--- src/hdl/oree_pkg.sv ---
// Shared types and constants of the occupancy rate estimator.
package oree_pkg;

  localparam int DATA_W      = 64;
  localparam int DIGIT_W     = 8;
  localparam int CDIV_STEPS  = DATA_W / DIGIT_W;
  localparam int LDIV_STEPS  = DATA_W;
  localparam int CNT_W       = $clog2(LDIV_STEPS);
  localparam int NS_DIV      = 33;
  localparam int REM_W       = 6;
  localparam int RECIP       = 7944;
  localparam int RECIP_SHIFT = 18;
  localparam int EWMA_SHIFT  = 3;
  localparam int AVG_SHIFT   = 10;

  typedef enum logic [2:0] {
    ST_IDLE,
    ST_CDIV,
    ST_CHECK,
    ST_LDIV,
    ST_EWMA,
    ST_FINISH
  } state_t;

  typedef struct packed {
    logic load;
    logic cdiv_step;
    logic ldiv_step;
    logic ewma;
    logic out_load;
    logic upd;
    logic zdiv;
  } cmd_t;

  typedef struct packed {
    logic ns_zero;
    logic half_zero;
  } sts_t;

endpackage

--- src/hdl/occupancy_rate_ewma_estimator_unit.sv ---
// Top level of the occupancy rate estimator with exponential average.
//
//  channel  direction  payload
//  s_*      in         tdata: occupancy_count, timestamp
//  m_*      out        tdata: average_occupancy, smoothed_occupancy;
//                      tuser: updated, zero_divisor
//
// When an update happens, a sample passes through these steps in order: accept, the
// byte-wise divide by 33, a check, the one-bit-per-cycle divider, the average update,
// and the load of the result register. Without an update the divider and average are skipped.
// A new sample is taken while the previous result waits in the output register.
// Reset is synchronous and clears the stored sample pair, average and smoothed value.
module occupancy_rate_ewma_estimator_unit (
  input  logic                              clk,
  input  logic                              rst,
  input  logic                              s_tvalid,
  output logic                              s_tready,
  // occupancy_count [63:0], timestamp [127:64]
  input  logic [2*oree_pkg::DATA_W-1:0]     s_tdata,
  output logic                              m_tvalid,
  input  logic                              m_tready,
  // average_occupancy [63:0], smoothed_occupancy [127:64]
  output logic [2*oree_pkg::DATA_W-1:0]     m_tdata,
  // updated [0], zero_divisor [1]
  output logic [1:0]                        m_tuser
);

  oree_pkg::cmd_t cmd;
  oree_pkg::sts_t sts;

  oree_ctrl u_ctrl (
    .clk      (clk),
    .rst      (rst),
    .s_tvalid (s_tvalid),
    .s_tready (s_tready),
    .m_tvalid (m_tvalid),
    .m_tready (m_tready),
    .sts      (sts),
    .cmd      (cmd)
  );

  oree_dpath u_dpath (
    .clk     (clk),
    .rst     (rst),
    .s_tdata (s_tdata),
    .cmd     (cmd),
    .sts     (sts),
    .m_tdata (m_tdata),
    .m_tuser (m_tuser)
  );

endmodule

--- src/hdl/oree_ctrl.sv ---
// Controller state machine that sequences the estimator datapath.
module oree_ctrl (
  input  logic            clk,
  input  logic            rst,
  input  logic            s_tvalid,
  output logic            s_tready,
  output logic            m_tvalid,
  input  logic            m_tready,
  input  oree_pkg::sts_t  sts,
  output oree_pkg::cmd_t  cmd
);

  oree_pkg::state_t             state, state_next;
  logic [oree_pkg::CNT_W-1:0]   cnt, cnt_next;
  logic                         upd, upd_next;
  logic                         zdiv, zdiv_next;
  logic                         out_valid, out_valid_next;

  always_ff @(posedge clk) begin
    if (rst) begin
      state     <= oree_pkg::ST_IDLE;
      cnt       <= '0;
      upd       <= 1'b0;
      zdiv      <= 1'b0;
      out_valid <= 1'b0;
    end else begin
      state     <= state_next;
      cnt       <= cnt_next;
      upd       <= upd_next;
      zdiv      <= zdiv_next;
      out_valid <= out_valid_next;
    end
  end

  always_comb begin
    state_next = state;
    cnt_next   = cnt;
    upd_next   = upd;
    zdiv_next  = zdiv;
    cmd        = '0;
    s_tready   = 1'b0;
    case (state)
      oree_pkg::ST_IDLE: begin
        s_tready = 1'b1;
        if (s_tvalid) begin
          cmd.load   = 1'b1;
          cnt_next   = '0;
          upd_next   = 1'b0;
          zdiv_next  = 1'b0;
          state_next = oree_pkg::ST_CDIV;
        end
      end
      oree_pkg::ST_CDIV: begin
        cmd.cdiv_step = 1'b1;
        cnt_next      = cnt + oree_pkg::CNT_W'(1);
        if (cnt == oree_pkg::CNT_W'(oree_pkg::CDIV_STEPS - 1)) begin
          cnt_next   = '0;
          state_next = oree_pkg::ST_CHECK;
        end
      end
      oree_pkg::ST_CHECK: begin
        if (sts.ns_zero) begin
          state_next = oree_pkg::ST_FINISH;
        end else if (sts.half_zero) begin
          zdiv_next  = 1'b1;
          state_next = oree_pkg::ST_FINISH;
        end else begin
          state_next = oree_pkg::ST_LDIV;
        end
      end
      oree_pkg::ST_LDIV: begin
        cmd.ldiv_step = 1'b1;
        cnt_next      = cnt + oree_pkg::CNT_W'(1);
        if (cnt == oree_pkg::CNT_W'(oree_pkg::LDIV_STEPS - 1)) begin
          cnt_next   = '0;
          state_next = oree_pkg::ST_EWMA;
        end
      end
      oree_pkg::ST_EWMA: begin
        cmd.ewma   = 1'b1;
        upd_next   = 1'b1;
        state_next = oree_pkg::ST_FINISH;
      end
      oree_pkg::ST_FINISH: begin
        if (!out_valid || m_tready) begin
          cmd.out_load = 1'b1;
          state_next   = oree_pkg::ST_IDLE;
        end
      end
      default: begin
        state_next = oree_pkg::ST_IDLE;
      end
    endcase
    cmd.upd  = upd;
    cmd.zdiv = zdiv;
  end

  always_comb begin
    out_valid_next = out_valid;
    if (cmd.out_load) begin
      out_valid_next = 1'b1;
    end else if (m_tready) begin
      out_valid_next = 1'b0;
    end
  end

  assign m_tvalid = out_valid;

`ifndef NO_ASSERTIONS
  a_out_slot_free: assert property (@(posedge clk) disable iff (rst)
    cmd.out_load |-> (!out_valid || m_tready))
    else $error("result loaded over an untaken result");

  a_ewma_after_div: assert property (@(posedge clk) disable iff (rst)
    (state == oree_pkg::ST_EWMA) |-> ($past(state) == oree_pkg::ST_LDIV))
    else $error("average update without a finished division");

  a_flags_exclusive: assert property (@(posedge clk) disable iff (rst)
    cmd.out_load |-> !(cmd.upd && cmd.zdiv))
    else $error("update and zero divisor flagged together");
`endif

endmodule

--- src/hdl/oree_dpath.sv ---
// Datapath: deltas, divide by 33, iterative divider, average update, result register.
module oree_dpath (
  input  logic                              clk,
  input  logic                              rst,
  input  logic [2*oree_pkg::DATA_W-1:0]     s_tdata,
  input  oree_pkg::cmd_t                    cmd,
  output oree_pkg::sts_t                    sts,
  output logic [2*oree_pkg::DATA_W-1:0]     m_tdata,
  output logic [1:0]                        m_tuser
);

  localparam int W      = oree_pkg::DATA_W;
  localparam int DW     = oree_pkg::DIGIT_W;
  localparam int RW     = oree_pkg::REM_W;
  localparam int XW     = RW + DW;
  localparam int PW     = 2 * XW - 1;

  logic [W-1:0]  prev_occ, prev_ts;
  logic [W-1:0]  last_avg, smoothed;
  logic [W-1:0]  cd_acc;
  logic [RW-1:0] cd_rem;
  logic [W-1:0]  dv_quo, dv_rem;
  logic [W-1:0]  out_avg, out_smooth;
  logic          out_upd, out_zdiv;

  logic [W-1:0]  in_occ, in_ts, dts;
  logic [XW-1:0] cd_x, cd_r;
  logic [PW-1:0] cd_prod;
  logic [DW-1:0] cd_q;
  logic [W-1:0]  divisor, dv_shift, dv_diff;
  logic          dv_fit;
  logic [W-1:0]  ewma_sum;

  assign in_occ = s_tdata[W-1:0];
  assign in_ts  = s_tdata[2*W-1:W];
  assign dts    = in_ts - prev_ts;

  // One quotient byte per step: reciprocal multiply, exact for this digit range.
  assign cd_x    = {cd_rem, cd_acc[W-1 -: DW]};
  assign cd_prod = PW'(cd_x) * PW'(oree_pkg::RECIP);
  assign cd_q    = cd_prod[oree_pkg::RECIP_SHIFT +: DW];
  assign cd_r    = cd_x - XW'(cd_q) * XW'(oree_pkg::NS_DIV);

  // Restoring division of the occupancy delta by half the nanosecond delta.
  assign divisor  = {1'b0, cd_acc[W-1:1]};
  assign dv_shift = {dv_rem[W-2:0], dv_quo[W-1]};
  assign dv_fit   = (dv_shift >= divisor);
  assign dv_diff  = dv_shift - divisor;

  // Seven eighths of the old value plus the scaled average, wrapped before the shift.
  assign ewma_sum = ((smoothed << oree_pkg::EWMA_SHIFT) - smoothed)
                  + (dv_quo << oree_pkg::AVG_SHIFT);

  assign sts.ns_zero   = (cd_acc == '0);
  assign sts.half_zero = (cd_acc[W-1:1] == '0);

  always_ff @(posedge clk) begin
    if (rst) begin
      prev_occ <= '0;
      prev_ts  <= '0;
      last_avg <= '0;
      smoothed <= '0;
    end else begin
      if (cmd.load) begin
        prev_occ <= in_occ;
        prev_ts  <= in_ts;
      end
      if (cmd.ewma) begin
        last_avg <= dv_quo;
        smoothed <= ewma_sum >> oree_pkg::EWMA_SHIFT;
      end
    end
  end

  always_ff @(posedge clk) begin
    if (cmd.load) begin
      cd_acc <= (dts << 3) + (dts << 1);
      cd_rem <= '0;
      dv_quo <= in_occ - prev_occ;
      dv_rem <= '0;
    end else begin
      if (cmd.cdiv_step) begin
        cd_acc <= {cd_acc[W-DW-1:0], cd_q};
        cd_rem <= cd_r[RW-1:0];
      end
      if (cmd.ldiv_step) begin
        dv_rem <= dv_fit ? dv_diff : dv_shift;
        dv_quo <= {dv_quo[W-2:0], dv_fit};
      end
    end
    if (cmd.out_load) begin
      out_avg    <= last_avg;
      out_smooth <= smoothed;
      out_upd    <= cmd.upd;
      out_zdiv   <= cmd.zdiv;
    end
  end

  assign m_tdata = {out_smooth, out_avg};
  assign m_tuser = {out_zdiv, out_upd};

`ifndef NO_ASSERTIONS
  a_cdiv_rem: assert property (@(posedge clk) disable iff (rst)
    cmd.cdiv_step |-> (cd_rem < RW'(oree_pkg::NS_DIV)))
    else $error("constant divider remainder out of range");

  a_ldiv_rem: assert property (@(posedge clk) disable iff (rst)
    cmd.ldiv_step |-> (dv_rem < divisor))
    else $error("divider remainder not below divisor");
`endif

endmodule

--- config.mk ---
export PLATFORM = sky130hd
export DESIGN_NAME = occupancy_rate_ewma_estimator_unit
export DESIGN_NICKNAME = d
export VERILOG_FILES = /design/src/hdl/oree_pkg.sv /design/src/hdl/occupancy_rate_ewma_estimator_unit.sv /design/src/hdl/oree_ctrl.sv /design/src/hdl/oree_dpath.sv
export SDC_FILE = /design/constraint.sdc
export NUM_CORES = 2
export LEC_CHECK = 0
export BUFFER_PORTS_ARGS = -buffer_cell sky130_fd_sc_hd__buf_2
export CORE_MARGIN = 2
export CORE_UTILIZATION = 50
export CTS_BUF_LIST = sky130_fd_sc_hd__clkbuf_8
export CTS_CLUSTER_SIZE = 8
export DETAILED_ROUTE_END_ITERATION = 16
export PLACE_DENSITY = 0.68
export SETUP_SLACK_MARGIN = 0.15
export SYNTH_ARGS = -nofsm -noshare
export SYNTH_HDL_FRONTEND = slang
export SYNTH_HIERARCHICAL = 1
export SYNTH_SLANG_ARGS = --single-unit
--- constraint.sdc ---
create_clock -name clk -period 13.9 [get_ports clk]
set_input_delay 2.085 -clock clk [delete_from_list [all_inputs] [get_ports clk]]
set_output_delay 2.085 -clock clk [all_outputs]
set_load 0.01 [all_outputs]
## After elaboration in Yosys (flattened, before gate mapping)

Index checks and enable logic that the tools add are counted.

- Bits in registers: 588
- Bits in latches: 0
- RAM bits: 0
- Memory bits (read-only): 0
- Output and inout bits: 132
- Logic and storage cells: 87
- Memories: 0

- $add $sub $neg: 8
- Multiply operators: 2
- Divide/modulo/power cells: 0
- $lt $le $gt $ge: 1
- Equal/unequal tests: 13
- Shifts and indexed selects: 0
- Muxes and demuxes: 31
- Bitwise gates (word level): 0
- Reduce and logical (&&, ||, !) cells: 15

Operator list:

| cell | number |
|---|---|
| 64-bit 2-to-1 mux | 4 |
| 64-bit adder | 2 |
| 63-bit subtractor | 2 |
| 64-bit by 63-bit greater-or-equal comparator with 1-bit output | 1 |
| 64-bit logical NOT | 1 |
| 64-bit by 61-bit subtractor with 64-bit output | 1 |
| 64-bit subtractor | 1 |
| 63-bit logical NOT | 1 |
| 63-bit 2-to-1 mux | 1 |
| 14-bit by 10-bit multiplier with 23-bit output (second input constant) | 1 |
| 3-bit 2-to-1 mux | 6 |
| 6-bit 2-to-1 mux | 3 |
| 3-bit case mux with 6 select lines | 1 |
| 6-bit case mux with 3 select lines | 1 |
| 1-bit 2-to-1 mux | 13 |
| 2-bit nonzero test | 5 |
| 8-bit by 6-bit multiplier with 6-bit output (second input constant) | 1 |
| 4-bit AND reduction | 2 |
| 6-bit by 1-bit adder with 6-bit output (second input constant) | 1 |
| 3-bit by 2-bit == test with 1-bit output (second input constant) | 2 |
| 3-bit == test (second input constant) | 2 |
| 6-bit by 3-bit == test with 1-bit output (second input constant) | 1 |
| 6-bit == test (second input constant) | 1 |
| 2-bit by 1-bit inequality test with 1-bit output (second input constant) | 3 |
| other kinds (9) | 13 |

## Logic depth before layout (Yosys ltp)

- Depth in word-level cells: 5
- Depth in mapped cells: 30
- Depth with buffers taken out: 30

## Modules after synthesis

The synthesis kept the hierarchy.

By module, submodules not included:

| module | times used | cells each | area each (sq um) | sequential area each (sq um) |
|---|---|---|---|---|
| oree_dpath | 1 | 4,948 | 43,051.3 | 14,083.5 |
| oree_ctrl | 1 | 89 | 685.7 | 240.2 |

## Worst setup path before layout

OpenSTA, ideal clock, no wires.

- Path kind: input -> register
- Start: input port s_tdata[78] (netlist bit)
- End: register u_dpath.cd_acc[61] (data pin)
- Setup time: 0.279 ns
- Arrival time: 6.990 ns
- Required time: 13.621 ns
- Path slack: 6.631 ns
- Stages on the path: 25
- Path buffers: 1
- Cells stage by stage: ha_1 a21o_1 a21o_1 a211oi_1 o21ai_0 a211oi_1 nand2_1 a41o_1 a31oi_1 o21ai_0 xor2_1 ha_1 clkbuf_1 a21o_1 o21bai_1 a221oi_1 o21ai_0 a21oi_1 o21ai_0 a31oi_1 o21ai_0 a311o_1 a21oi_1 xor2_1 mux2i_1

- Cells in the longest elaborated chain, start to end: 3

Ends and longest elaborated chain:

| element | RTL line | RTL |
|---|---|---|
| from (decl) | occupancy_rate_ewma_estimator_unit.sv:19 | `input logic [2*oree_pkg::DATA_W-1:0] s_tdata,` |
| 63-bit subtractor | oree_dpath.sv:36 | `assign dts = in_ts - prev_ts;` |
| 64-bit adder | oree_dpath.sv:77 | `cd_acc <= (dts << 3) + (dts << 1);` |
| 64-bit 2-to-1 mux | oree_dpath.sv:76 | `if (cmd.load) begin` |
| to (signal assigned) | oree_dpath.sv:77 |  |
| to (signal assigned) | oree_dpath.sv:83 | `cd_acc <= {cd_acc[W-DW-1:0], cd_q};` |
| to (decl) | oree_dpath.sv:20 | `logic [W-1:0] cd_acc;` |

No other way between the ends.
A chain may end at the register's enable or synchronous reset.

## Worst setup path in the final report

- Start: input port s_tdata[76] (netlist bit)
- End: register u_dpath.cd_acc[61] (data pin)

Same word-level chain as after synthesis.

==> flow_summary.json <==
{
  "status": "finished, final reports clean",
  "ir_drop_mv": 0.621,
  "path_class": "in2reg",
  "cts_setup_buffers": 0,
  "yosys.area_share.simple_pct": 13.2,
  "grt_pass1_vias": 35000,
  "grt_overflow": 0,
  "grt_max_degree": 147,
  "seq_area_frac_synth_pct": 32.7,
  "cap_violations": 0,
  "clk_latency_ps": 790,
  "end_kind": "register",
  "portBuffers": 259,
  "syn_inst": 5037,
  "whs_path_depth": 0,
  "cts_tree": "yes",
  "finalSetupViolations": 0,
  "synth_area_sq_um": 43700,
  "cts_hold_buf": 0,
  "path_common_cell": "o21ai_0",
  "fin_nets": 5798,
  "yosys-top-cells-area": "edfxtp_1 18%, dfxtp_1 15%, ha_1 11%, mux2i_1 5.9%, inv_1 4.6%",
  "synth_compound_area_share_pct": 19.4,
  "critPathMaxFanout": 8,
  "worstHoldEndpoint": "u_dpath/out_avg[5]",
  "fp.dieW_um": 300,
  "ctsRootBufferMaster": "clkbuf_8",
  "synthArstFlopShare_pct": 0,
  "synth-main-ff-cell": "dfxtp_1",
  "yosys.area.top_type": "edfxtp_1",
  "clk_path_buf_depth": 3,
  "track_usage_pct": 24.7,
  "ys_seq_elements": 588,
  "vias_per_cell": 5.63,
  "syn_to_final_growth_pct": 9.44,
  "dp_slack_ps": 5260,
  "synth-edff-count": 255,
  "finalCritPeriodShare_pct": 58.1,
  "synth.avg_cell_area_sq_um": 8.68,
  "cp_slowest_cell": "a211oi_1",
  "synth.mux.area_fraction_pct": 6.29,
  "utilization_pct": 55.2,
  "hold_path.class": "reg2reg",
  "die_y_um": 300,
  "fin_tns_setup_ps": 0,
  "numClockSinks": 588,
  "wirelength_um": 113000,
  "fmax_mhz": 124,
  "final_antenna_net_count": 0,
  "yosysWarningCount": 6,
  "p_per_area_nw_per_um2": 222,
  "cp-start-kind": "input port",
  "h-tree-depth": 3,
  "antenna_found_initial": 13,
  "post-route-min-period_ps": 8080,
  "ios": 264,
  "synth_xor_xnor_area_share_pct": 5.87,
  "grt_pass1_wl_um": 182000,
  "yosysTopAreaCellShare_pct": 17.5,
  "dieArea_sq_um": 89900,
  "drcViolationCount": 0,
  "clock_skew_ps": 53.0,
  "detail_route.first_pass.iterations": 6,
  "rrSetupSlack_ps": 6910,
  "arrival_ps": 8550,
  "p_leak_uw": 0.0207,
  "hold_violations": 0,
  "num_vias": 36200,
  "fin_ws_ps": 5820,
  "synthAdderAreaFrac_pct": 15.7,
  "clk_pin_slew_ps": 60,
  "routedWlPerCell_um": 17.6,
  "reg2reg_depth": 25,
  "row_count": 108,
  "timing.slew.headroom_pct": 25.9,
  "cpPeakStageDelay_ps": 700,
  "hp-start": "u_dpath/last_avg[5]",
  "synth_top_family_by_area": "compound AO/OA/AOI/OAI gates",
  "synthDistinctLibCells": 96,
  "start_util_pct": 50.4,
  "worst_slew_pin_slew_ps": 1100,
  "drtIter0Drc": 2141,
  "rsz0062_at_grt": "no",
  "numCtsBuffers": 103,
  "drv_slew": 0,
  "critPathRequiredTime_ps": 14380,
  "dpl.hpwl_um": 85600,
  "r2r_start": "u_dpath/prev_ts[12]",
  "core_sq_um": 86800,
  "r2r-end": "u_dpath/cd_acc[61]",
  "gp_congestion": 0.937,
  "drive_gt1_share_pct": 9.21,
  "cts_resized": 0
}
-- cell families after synthesis --
family | Yosys count
mux | 273
xor+xnor | 293
fa+ha+maj | 490
other cells | 1
flops | 588
simple gates | 1270
compound gates | 1340
buf+inv | 782
-- synthesized netlist by cell type (39+ instances only) --
| cell type | count |
|---|---|
| nor3_1 | 53 |
| clkbuf_1 | 192 |
| o21bai_1 | 62 |
| o21a_1 | 41 |
| a21oi_1 | 387 |
| fa_1 | 96 |
| ha_1 | 394 |
| nor2_1 | 491 |
| xor2_1 | 107 |
| a21o_1 | 218 |
| inv_1 | 539 |
| nand3_1 | 63 |
| o211ai_1 | 40 |
| mux2i_1 | 258 |
| dfxtp_1 | 333 |
| edfxtp_1 | 255 |
| xnor2_1 | 186 |
| a211oi_1 | 47 |
| nand4_1 | 84 |
| nor2b_1 | 39 |
| o21ai_0 | 317 |
| nand2_1 | 360 |
-- layout by cell type (no fill, tap or decap), types with 24 or more instances in the layout --
cell | netlist | final
clkbuf_8 | 0 | 117
nor4_1 | 25 | 25
o21ai_0 | 317 | 317
fa_1 | 96 | 96
a21o_1 | 218 | 218
buf_2 | 9 | 258
ha_1 | 394 | 394
inv_1 | 539 | 572
o31ai_1 | 27 | 27
edfxtp_1 | 255 | 255
nand4_1 | 84 | 84
nor2b_1 | 39 | 39
o211ai_1 | 40 | 40
xor2_1 | 107 | 107
a21oi_1 | 387 | 387
nor2_1 | 491 | 489
o21bai_1 | 62 | 62
mux2i_1 | 258 | 258
nand2_1 | 360 | 360
and3_1 | 35 | 35
nand3_1 | 63 | 63
nand2b_1 | 34 | 34
and2_1 | 25 | 24
nor3_1 | 53 | 53
a211oi_1 | 47 | 47
xnor2_1 | 186 | 186
o21a_1 | 41 | 41
dfxtp_1 | 333 | 333
a31oi_1 | 37 | 37
-- where the power goes --
part | leakage, uW | switching (uW) | internal, uW | total, uW
registers | 0.00513 | 133 | 2030 | 2170
clock network | 0.00123 | 774 | 876 | 1650
logic | 0.0143 | 3790 | 3040 | 6820
-- metrics by stage --
step           instance area, sq um  total power, uW  instances  hold slack, ps
5_1_grt                       47900            11700       6427             433
4_1_cts                       47800            10700       6421             416
2_1_floorplan                 43700             7490       5039             408
6_report                      47900            10600       6429             411
3_3_place_gp                  45700             8730       6226             413
3_5_place_dp                  45700             8970       6226             412
-- layout make-up --
cell class                      instances  area [sq um]
Antenna cell                            8          20.0
Clock inverter                         78           526
Multi-Input combinational cell       3669         26500
Tap cell                             1155          1450
Fill cell                            8080         38900
Sequential cell                       588         14300
Clock buffer                          117          1610
Inverter                              541          2040
Timing Repair Buffer                  273          1440
-- worst max path at each step --
stage / startpoint / endpoint / slack (ps) / depth (start not counted)
after floorplan: s_tdata[78] / u_dpath/cd_acc[61] / 6630 / 25
after global placement: s_tdata[76] / u_dpath/cd_acc[61] / 5300 / 25
after detailed placement: s_tdata[76] / u_dpath/cd_acc[61] / 5260 / 25
after CTS: s_tdata[76] / u_dpath/cd_acc[61] / 6060 / 25
after global routing: s_tdata[76] / u_dpath/cd_acc[61] / 5480 / 25
final: s_tdata[76] / u_dpath/cd_acc[61] / 5820 / 25
-- layer usage --
metal	share of wire, %	track usage, %	vias up
met4	3.2	8.35	4
met1	44	32.4	17100
li1	-	-	18000
met2	47	41.8	902
met5	0.021	0	-
met3	5.1	3.68	220
-- worst max-delay path, delay by kind of cell --
family,cells,cell delay (ps)
xor+xnor,2,510
compound gates,15,4270
mux,1,90
fa+ha+maj,2,820
buf+inv,1,110
simple gates,4,630
-- flip-flops by register name, summed over array words and instances, names as in the netlist --
signal	count
u_dpath/out_avg	64
u_dpath/out_smooth	61
u_ctrl/m_tvalid	1
u_ctrl/zdiv	1
u_dpath/prev_occ	64
u_dpath/cd_acc	64
u_dpath/last_avg	64
u_dpath/out_upd	1
u_ctrl/upd	1
u_dpath/dv_quo	64
u_dpath/prev_ts	63
u_ctrl/cnt	6
u_dpath/out_zdiv	1
u_dpath/dv_rem	63
u_ctrl/state	3
u_dpath/cd_rem	6
u_dpath/smoothed	61
Note: power is estimated with default switching activity, not from simulation.
